`config.mk`:
```
export PLATFORM = sky130hd
export DESIGN_NAME = gang_lock_arbiter_top
export DESIGN_NICKNAME = d
export VERILOG_FILES = /design/src/rtl/gla_pkg.sv /design/src/rtl/gla_core.sv /design/src/rtl/gang_lock_arbiter_top.sv
export SDC_FILE = /design/constraint.sdc
export NUM_CORES = 1
export LEC_CHECK = 0
export ABC_AREA = 1
export CORE_MARGIN = 3
export CORE_UTILIZATION = 25
export DETAILED_ROUTE_END_ITERATION = 12
export DONT_BUFFER_PORTS = 1
export GPL_ROUTABILITY_DRIVEN = 0
export MAX_ROUTING_LAYER = met4
export PLACE_DENSITY_LB_ADDON = 0.05
export SYNTH_ARGS = -nofsm -noshare
export SYNTH_HDL_FRONTEND = slang
export SYNTH_HIERARCHICAL = 1
export SYNTH_SLANG_ARGS = --single-unit
```
`constraint.sdc`:
```
create_clock -name clk -period 8.7 [get_ports clk]
set_input_delay 1.74 -clock clk [delete_from_list [all_inputs] [get_ports clk]]
set_output_delay 1.74 -clock clk [all_outputs]
set_load 0.01 [all_outputs]
```
`src/rtl/gla_pkg.sv`:
```
// Shared widths, event codes and word types for the gang lock arbiter.
package gla_pkg;

  localparam int CORE_W        = 3;
  localparam int TASK_W        = 22;
  localparam int GANG_W        = 22;
  localparam int PRIO_W        = 7;
  localparam int DL_W          = 64;
  localparam int MASK_OUT_W    = 8;
  localparam int EV_W          = 3;
  localparam int NUM_CORES_DEF = 8;

  localparam logic [EV_W-1:0] EV_START   = 3'd0;
  localparam logic [EV_W-1:0] EV_JOIN    = 3'd1;
  localparam logic [EV_W-1:0] EV_PREEMPT = 3'd2;
  localparam logic [EV_W-1:0] EV_BLOCK   = 3'd3;
  localparam logic [EV_W-1:0] EV_PART    = 3'd4;
  localparam logic [EV_W-1:0] EV_FREED   = 3'd5;
  localparam logic [EV_W-1:0] EV_IGNORED = 3'd6;

  localparam logic REQ_ACQUIRE = 1'b0;

  typedef struct packed {
    logic              req_type;
    logic [CORE_W-1:0] core;
    logic [TASK_W-1:0] task_id;
    logic [GANG_W-1:0] gang_id;
    logic              is_deadline_class;
    logic [PRIO_W-1:0] priority_req;
    logic [DL_W-1:0]   deadline;
  } req_t;

  typedef struct packed {
    logic                  verdict;
    logic [MASK_OUT_W-1:0] resched_mask;
    logic [EV_W-1:0]       event_res;
  } res_t;

endpackage

```
`src/rtl/gla_core.sv`:
```
// Lock state, holder table and per-request decision logic.
module gla_core #(
  parameter int NUM_CORES = gla_pkg::NUM_CORES_DEF
) (
  input  logic          clk,
  input  logic          rst,
  input  logic          advance,
  input  gla_pkg::req_t req,
  output gla_pkg::res_t res
);

  // only cores addressable by the core field get storage
  localparam int ADDR_N = 1 << gla_pkg::CORE_W;
  localparam int MASK_N = (NUM_CORES < ADDR_N) ? NUM_CORES : ADDR_N;
  localparam int IDX_W  = (MASK_N > 1) ? $clog2(MASK_N) : 1;
  localparam logic [gla_pkg::CORE_W:0] CORE_LIMIT = (gla_pkg::CORE_W + 1)'(MASK_N);

  logic                        lock_busy, lock_busy_next;
  logic [MASK_N-1:0]           locked_mask, locked_mask_next;
  logic [MASK_N-1:0]           blocked_mask, blocked_mask_next;
  logic [gla_pkg::TASK_W-1:0]  holder_task [MASK_N];
  logic [gla_pkg::GANG_W-1:0]  leader_gang, leader_gang_next;
  logic                        leader_is_deadline, leader_is_deadline_next;
  logic [gla_pkg::PRIO_W-1:0]  leader_priority, leader_priority_next;
  logic [gla_pkg::DL_W-1:0]    leader_deadline, leader_deadline_next;

  logic                        in_range;
  logic [MASK_N-1:0]           bit_sel;
  logic [IDX_W-1:0]            idx;
  logic [gla_pkg::DL_W-1:0]    dl_diff;
  logic                        preempt;
  logic [MASK_N-1:0]           hit;
  logic [MASK_N-1:0]           remain;
  logic                        holder_we;

  assign in_range = {1'b0, req.core} < CORE_LIMIT;
  assign bit_sel  = MASK_N'(1) << req.core;
  assign idx      = IDX_W'(req.core);
  assign dl_diff  = req.deadline - leader_deadline;

  always_comb begin
    if (req.is_deadline_class != leader_is_deadline) begin
      preempt = req.is_deadline_class;
    end else if (req.is_deadline_class) begin
      preempt = dl_diff[gla_pkg::DL_W-1];
    end else begin
      preempt = req.priority_req < leader_priority;
    end
  end

  always_comb begin
    for (int i = 0; i < MASK_N; i++) begin
      hit[i] = locked_mask[i] && (holder_task[i] == req.task_id);
    end
  end

  assign remain = locked_mask & ~hit;

  always_comb begin
    lock_busy_next          = lock_busy;
    locked_mask_next        = locked_mask;
    blocked_mask_next       = blocked_mask;
    leader_gang_next        = leader_gang;
    leader_is_deadline_next = leader_is_deadline;
    leader_priority_next    = leader_priority;
    leader_deadline_next    = leader_deadline;
    holder_we               = 1'b0;
    res.verdict             = 1'b0;
    res.resched_mask        = '0;
    res.event_res           = gla_pkg::EV_IGNORED;
    if (in_range) begin
      if (req.req_type == gla_pkg::REQ_ACQUIRE) begin
        priority if (!lock_busy) begin
          lock_busy_next          = 1'b1;
          locked_mask_next        = bit_sel;
          holder_we               = 1'b1;
          leader_gang_next        = req.gang_id;
          leader_is_deadline_next = req.is_deadline_class;
          leader_priority_next    = req.priority_req;
          leader_deadline_next    = req.deadline;
          res.event_res           = gla_pkg::EV_START;
        end else if (req.gang_id == leader_gang) begin
          locked_mask_next = locked_mask | bit_sel;
          holder_we        = 1'b1;
          res.event_res    = gla_pkg::EV_JOIN;
        end else if (preempt) begin
          locked_mask_next        = bit_sel;
          holder_we               = 1'b1;
          leader_gang_next        = req.gang_id;
          leader_is_deadline_next = req.is_deadline_class;
          leader_priority_next    = req.priority_req;
          leader_deadline_next    = req.deadline;
          res.resched_mask        = gla_pkg::MASK_OUT_W'(locked_mask & ~bit_sel);
          res.event_res           = gla_pkg::EV_PREEMPT;
        end else begin
          blocked_mask_next = blocked_mask | bit_sel;
          res.verdict       = 1'b1;
          res.event_res     = gla_pkg::EV_BLOCK;
        end
      end else if (lock_busy) begin
        if (remain == '0) begin
          lock_busy_next          = 1'b0;
          locked_mask_next        = '0;
          blocked_mask_next       = '0;
          leader_gang_next        = '0;
          leader_is_deadline_next = 1'b0;
          leader_priority_next    = '0;
          leader_deadline_next    = '0;
          res.resched_mask        = gla_pkg::MASK_OUT_W'(blocked_mask & ~bit_sel);
          res.event_res           = gla_pkg::EV_FREED;
        end else begin
          locked_mask_next = remain;
          res.event_res    = gla_pkg::EV_PART;
        end
      end
    end
  end

  always_ff @(posedge clk) begin
    if (rst) begin
      lock_busy          <= 1'b0;
      locked_mask        <= '0;
      blocked_mask       <= '0;
      leader_gang        <= '0;
      leader_is_deadline <= 1'b0;
      leader_priority    <= '0;
      leader_deadline    <= '0;
    end else if (advance) begin
      lock_busy          <= lock_busy_next;
      locked_mask        <= locked_mask_next;
      blocked_mask       <= blocked_mask_next;
      leader_gang        <= leader_gang_next;
      leader_is_deadline <= leader_is_deadline_next;
      leader_priority    <= leader_priority_next;
      leader_deadline    <= leader_deadline_next;
    end
  end

  always_ff @(posedge clk) begin
    if (advance && holder_we) begin
      holder_task[idx] <= req.task_id;
    end
  end

  a_busy_locked: assert property (@(posedge clk) disable iff (rst)
    lock_busy == (locked_mask != '0))
    else $error("lock_busy disagrees with locked_mask");

  a_blocked_busy: assert property (@(posedge clk) disable iff (rst)
    (blocked_mask != '0) |-> lock_busy)
    else $error("blocked cores while lock is free");

  a_free_leader: assert property (@(posedge clk) disable iff (rst)
    !lock_busy |-> (leader_gang == '0 && leader_priority == '0 && !leader_is_deadline))
    else $error("leader fields not cleared while lock is free");

  a_preempt_single: assert property (@(posedge clk) disable iff (rst)
    (advance && res.event_res == gla_pkg::EV_PREEMPT) |=> $onehot(locked_mask))
    else $error("preempt left more than one core locked");

endmodule

```
`src/rtl/gang_lock_arbiter_top.sv`:
```
// Gang lock arbiter top level: request register, decision core, result register.
// One request word is decided per clock while the result side is not stalled: a word
// taken into the request register is resolved against the lock state once the result
// register is empty or being read, and its result lands in the result register, so
// throughput is one word per cycle when out_ready holds. A new word is accepted while the
// result waits, as long as the request register is empty or moving on. Cores at or
// above NUM_CORES are ignored.
module gang_lock_arbiter_top #(
  parameter int NUM_CORES = gla_pkg::NUM_CORES_DEF
) (
  input  logic                            clk,
  input  logic                            rst,
  input  logic                            in_valid,
  output logic                            in_ready,
  input  logic                            req_type,
  input  logic [gla_pkg::CORE_W-1:0]      core,
  input  logic [gla_pkg::TASK_W-1:0]      task_id,
  input  logic [gla_pkg::GANG_W-1:0]      gang_id,
  input  logic                            is_deadline_class,
  input  logic [gla_pkg::PRIO_W-1:0]      priority_req,
  input  logic [gla_pkg::DL_W-1:0]        deadline,
  output logic                            out_valid,
  input  logic                            out_ready,
  output logic                            verdict,
  output logic [gla_pkg::MASK_OUT_W-1:0]  resched_mask,
  output logic [gla_pkg::EV_W-1:0]        event_res
);

  gla_pkg::req_t req_q;
  logic          req_vld;
  gla_pkg::res_t res_c;
  gla_pkg::res_t res_q;
  logic          advance;

  assign advance  = req_vld && (!out_valid || out_ready);
  assign in_ready = !req_vld || advance;

  always_ff @(posedge clk) begin
    if (rst) begin
      req_vld   <= 1'b0;
      out_valid <= 1'b0;
    end else begin
      if (in_valid && in_ready) begin
        req_vld <= 1'b1;
      end else if (advance) begin
        req_vld <= 1'b0;
      end
      if (advance) begin
        out_valid <= 1'b1;
      end else if (out_ready) begin
        out_valid <= 1'b0;
      end
    end
  end

  always_ff @(posedge clk) begin
    if (in_valid && in_ready) begin
      req_q.req_type          <= req_type;
      req_q.core              <= core;
      req_q.task_id           <= task_id;
      req_q.gang_id           <= gang_id;
      req_q.is_deadline_class <= is_deadline_class;
      req_q.priority_req      <= priority_req;
      req_q.deadline          <= deadline;
    end
    if (advance) begin
      res_q <= res_c;
    end
  end

  gla_core #(
    .NUM_CORES(NUM_CORES)
  ) u_core (
    .clk     (clk),
    .rst     (rst),
    .advance (advance),
    .req     (req_q),
    .res     (res_c)
  );

  assign verdict      = res_q.verdict;
  assign resched_mask = res_q.resched_mask;
  assign event_res    = res_q.event_res;

endmodule

```
== Yosys cells after proc, flatten, opt, wreduce, memory -nomap -nowiden ==
Memory sizes are Yosys's and may differ from the RTL's.
Cells that the tools add are included.
Widths: inputs -> output; s select.
Cells by class
  add/subtract/negate cells: 1
  magnitude comparators: 1
  equality and inequality tests: 17
  shifts and indexed selects: 1
  mux-type cells: 62
  bitwise operators: 8
  reduce and logical (&&, ||, !) cells: 22
Operators by type and width (number)
  $mux 64: 6
  $eq 22x22->1: 9
  $mux 22: 6
  $mux 8: 16
  $sub 64x64->64: 1
  $mux 7: 6
  $and 8x8->8: 3
  $mux 1: 24
  $mux 11: 2
  $not 8->8: 2
  $or 8x8->8: 2
  $logic_and 1x1->1: 11
  $reduce_and 5->1: 2
  $logic_not 8->1: 1
  $shl 1x3->8 const A: 1
  $lt 7x7->1: 1
  $ne 3x3->1 const B: 2
  $ne 2x1->1 const B: 2
  $ne 2x2->1 const B: 2
  $ne 4x4->1 const B: 1
  $reduce_bool 2->1: 2
  $mux 3: 1
  $reduce_and 3->1: 1
  $reduce_or 3->1: 1
  5 further kinds: 7
Word-level totals
  register bits: 245
  bits in writable memories: 176
  word-level logic and storage cells: 132
  memories: 1
Memory list
  u_core.holder_task: words 8, bits a word 22, rd ports 8, clocked after Yosys merged registers in 0, write ports 1, line gla_core.sv:21  | logic [gla_pkg::TASK_W-1:0] holder_task [MASK_N];

== Logic depth before layout (Yosys ltp) ==
  word-level depth: 10
  depth in mapped cells: 25
  gate-level depth less buffers: 23

== Modules after synthesis ==
Netlist, hierarchy kept.
By module, submodules not included
  gla_core: instances 1, cells each 1922, area each 15613.7 µm², seq. area each 7507.2 µm²
  gang_lock_arbiter_top: instances 1, cells each 144, area each 4055.1 µm², seq. area each 4003.8 µm²

== Worst setup path after synthesis ==
Ideal clock, no wire load.
  kind: in2reg
  start: input port out_ready
  end: register req_q[0] (netlist bit) (enable)
  setup time: 473 ps
  arrival: 4246 ps
  required time: 8227 ps
  path slack: 3981 ps
  stages: 4
  buffers on the path: 0
  cells stage by stage: inv_2 -> nand3_2 -> nand2_1 -> inv_1
Between the ends
  word-level cells in the longest chain between the ends: 4
RTL lines
  start, declared: line gang_lock_arbiter_top.sv:23  | input logic out_ready,
  $logic_or 1x1->1: line gang_lock_arbiter_top.sv:35  | assign advance = req_vld && (!out_valid || out_ready);
  $logic_and 1x1->1: line gang_lock_arbiter_top.sv:35
  $logic_or 1x1->1: line gang_lock_arbiter_top.sv:36  | assign in_ready = !req_vld || advance;
  named net in_ready: line gang_lock_arbiter_top.sv:14  | output logic in_ready,
  $logic_and 1x1->1: line gang_lock_arbiter_top.sv:57  | if (in_valid && in_ready) begin
  end, declared: line gang_lock_arbiter_top.sv:29  | gla_pkg::req_t req_q;
The timed path passes the listed nets, and every way through them passes these cells.
A chain may end at the register's enable or synchronous reset.

== Final worst setup path ==
  start: register req_q[100] (netlist bit)
  end: register u_core/leader_deadline[35] (netlist bit)
Between the ends
  word-level cells in the longest chain between the ends: 7
RTL lines
  $eq 22x22->1: line gla_core.sv:53  | hit[i] = locked_mask[i] && (holder_task[i] == req.task_id);
  $logic_and 1x1->1: line gla_core.sv:53
  $not 8->8 (*): line gla_core.sv:57  | assign remain = locked_mask & ~hit;
  $and 8x8->8 (*): line gla_core.sv:57
  $logic_not 8->1 (*): line gla_core.sv:101  | if (remain == '0) begin
  $ne 2x1->1 (no source line) (*)
  $reduce_and 5->1 (no source line) (*)
  end signal, assigned: line gla_core.sv:135  | leader_deadline <= leader_deadline_next;
  end, declared: line gla_core.sv:25  | logic [gla_pkg::DL_W-1:0] leader_deadline, leader_deadline_next;
Every way passes the cells marked *; elsewhere a longest branch is shown, timed or not.

==> impl_metrics.csv <==
group,metric,value,unit
run_status,status,"complete, no violations",
sta,clock_skew,0.0310,ns
flow_run,maxCapViolations,0,
drt,dr_total_vias,13147,
logic_synthesis,async_flop_share,0,%
sta,tns,0,ns
power_and_ir_drop,p_leak,8.88,nW
worst_setup_path,critical_path_class,"register to register",
power_and_ir_drop,p_sw,1.22,mW
logic_synthesis,synthXorXnorAreaFrac,5.92,%
sta,setup_viol,0,
clock_tree,cts-root-buf,"clkbuf_16",
global_routing,top_usage_layer,"met2",
global_routing,grt_pass1_vias,12821,
clock_tree,cts_buffers,53,
logic_synthesis,synth_fp_nets,2258,
drt,routed_wl,52.3,mm
logic_synthesis,synth_area,19700,um^2
finish,drive_above_1_share,6.84,%
clock_tree,htree_levels,2,
logic_synthesis,synth-simple-area-share,20.9,%
logic_synthesis,synth_cells,2066,
sta,worst_slew_pin_slew,1.13,ns
logic_synthesis,synth_compound_area_share,2.85,%
power_and_ir_drop,pwr-share-seq,46.3,%
floorplan,die_w,286,um
drt,drc,0,
global_routing,use_met3,2.31,%
drt,wire_per_inst,16.7,um
clock_tree,insertion_delay,0.62,ns
drt,drt-pass1-iter-count,5,
sta,max_freq,195,MHz
logic_synthesis,ys.flop_type,"edfxtp_1",
sta,slew_viol_final,0,
global_routing,grt_use_total,13.1,%
logic_synthesis,synth_top_family_by_area,"simple AND/OR/NAND/NOR gates",
global_routing,grt_util_met2,20.9,%
floorplan,ios,138,
global_routing,antenna_found_initial,2,
sta,grt_setup_unrepaired,"no",
drt,postRouteAntennaNets,0,
finish,utilization,29.1,%
worst_setup_path,cp.required,9.24,ns
floorplan,core_area,77700,um^2
global_routing,grt_max_degree,80,
worst_setup_path,startpoint_type,"register",
worst_setup_path,arrival,5.67,ns
sta,hold_violations,0,
floorplan,fp-row-count,102,
drt,vias_per_cell,4.19,
global_routing,grt_pass1_wl,79.9,mm
sta,fin_ws,3.57,ns
sta,finalCritPeriodShare,59.0,%
logic_synthesis,synth_edf_count,308,
drt,drt_iter0_drc,613,
power_and_ir_drop,power_frac_clock,46.4,%
floorplan,die-area,82100,um^2
clock_tree,postCtsHoldBufs,0,
clock_tree,cts_tree,"yes",
worst_setup_path,end_kind,"register",
clock_tree,cts.repair.resized,0,
logic_synthesis,yosys_register_bits,421,
logic_synthesis,synth_mux_area_share,0,%
power_and_ir_drop,powerDensity,221,nW/um^2
clock_tree,clk_pin_slew,0.06,ns
clock_tree,post_cts_buffers,0,
power_and_ir_drop,finalPower,4.99,mW
placed_design,io_buffers,0,
logic_synthesis,yosys_warnings,6,
logic_synthesis,yosysUniqueCellTypes,36,
global_routing,grt_overflow,0,
logic_synthesis,syn_avg_cell_area,9.52,um^2
worst_hold_path,holdCritPathClass,"register to register",
sta,relSlewSlack,24.6,%
clock_tree,clock_path_buffers,3,
global_routing,gr-usage-met1,17.0,%
finish,layout.nets,2239,
placed_design,dp_slack,3.33,ns
worst_setup_path,path_max_fanout,75,
power_and_ir_drop,p_sw_share,24.5,%
power_and_ir_drop,comb_power_share,7.2,%
floorplan,initial_core_util,25.3,%
power_and_ir_drop,p_int,3.77,mW
floorplan,die_height,286,um
finish,syn_to_final_growth,14.9,%
sta,timing.final.crit_period,5.13,ns
logic_synthesis,synthAdderAreaFrac,4.33,%
power_and_ir_drop,vdd_drop_max,0.133,mV
logic_synthesis,yosysSeqAreaShare,58.5,%
placed_design,dpl.hpwl,32.5,mm
clock_tree,cts.sinks,421,
cell type report:
class                      count  area [um^2]
inverter                     286         1080
sequential                   421        11500
multi-input combinational   1273         6760
tap                         1040         1300
clock inverter                32          382
clock buffer                  68         1460
antenna                        2         5.00
timing repair buffer          12         90.1
fill                        8056        55100
path summary, 6_finish.rpt:
path	from	end	slack [ns]	cells after the start
worst max-delay path	req_q[100]	u_core/leader_deadline[35]	3.57	17
worst min-delay path	u_core/blocked_mask[0]	u_core/blocked_mask[0]	0.45	2
worst max register to register	req_q[100]	u_core/leader_deadline[35]	3.57	17
worst min register to register	u_core/blocked_mask[0]	u_core/blocked_mask[0]	0.45	2
cells by family (layout without fill, tap and decap cells):
family,after synthesis,after routing
adder cells (fa/ha/maj),68,68
AO/OA/AOI/OAI,105,105
flip-flops,421,421
AND/OR/NAND/NOR,967,967
other,0,2
buffers and inverters,372,398
XOR/XNOR,133,133
power by group through the flow:
stage	clock network, mW	logic, mW	registers, mW
CTS	2.43	0.368	2.32
detailed placement	0	0.366	2.36
floorplan	0	0.299	2.31
global placement	0	0.363	2.36
finish	2.32	0.360	2.31
global route	2.50	0.424	2.33
through the flow:
step,cell area (um^2),hold WS [ns],cells
finish,22600,0.453,3134
global route,22600,0.487,3134
CTS,22600,0.453,3132
detailed placement,20700,0.444,3032
global placement,20700,0.440,3032
floorplan,19700,0.431,2066
worst max-delay path: stages, from the launching register on:
cell and delay [ns]:
edfxtp_1 0.65, inv_2 0.22, nor2_1 0.06, nor3_1 0.26
nand2_1 0.10, nor2_1 0.28, nand3_1 0.21, nand2_1 0.13
nand2_1 0.06, nor2_1 0.11, nand2_2 0.11, a21oi_4 0.12
buf_4 0.79, nand3_4 0.97, buf_4 0.65, nand2_1 0.12
nand2_1 0.05, nor2_1 0.12
metal layers:
layer | up-vias | part of all wire [%]
met5 | - | 0
met4 | 0 | 2.5
met3 | 83 | 3.8
met2 | 192 | 47
met1 | 6209 | 47
li1 | 6663 | -
synth_stat cells (10+ instances only):
master	count	area share (%)
nand3_1	60	1.5
xnor2_1	75	3.3
or2_2	10	0.32
buf_1	13	0.25
xor2_1	58	2.6
o21ai_0	19	0.48
ha_1	68	4.3
nor2_1	267	5.1
a21oi_1	74	1.9
nor3_1	33	0.84
or2_1	10	0.32
buf_2	31	0.79
nand2_1	471	9.0
nand4_1	94	3.0
inv_1	266	5.1
clkbuf_1	34	0.65
edfxtp_1	308	47
inv_2	19	0.36
dfxtp_1	113	12
registers in the layout, indices dropped and copies added (netlist names):
name,count
u_core/locked_mask,8
verdict,1
req_vld,1
u_core/holder_task,176
req_q,120
u_core/blocked_mask,8
u_core/leader_gang,22
event_res,3
u_core/leader_priority,7
out_valid,1
u_core/lock_busy,1
resched_mask,8
u_core/leader_is_deadline,1
u_core/leader_deadline,64
placed cells by master (no fill, tap or decap), types with 7 or more instances in the layout:
cell type and instances:
nand2_1 470, edfxtp_1 308, inv_1 264, nor2_1 259, dfxtp_1 113, nand4_1 94, xnor2_1 75, a21oi_1 73
ha_1 68, nand3_1 59, xor2_1 58, clkbuf_16 54, nor3_1 33, inv_2 19, o21ai_0 19, clkinv_2 13
buf_4 12, or2_2 10, or2_1 10, clkinv_1 9, or2_0 9, clkbuf_1 8, bufinv_16 7
Power figures use the tool's default switching activity.
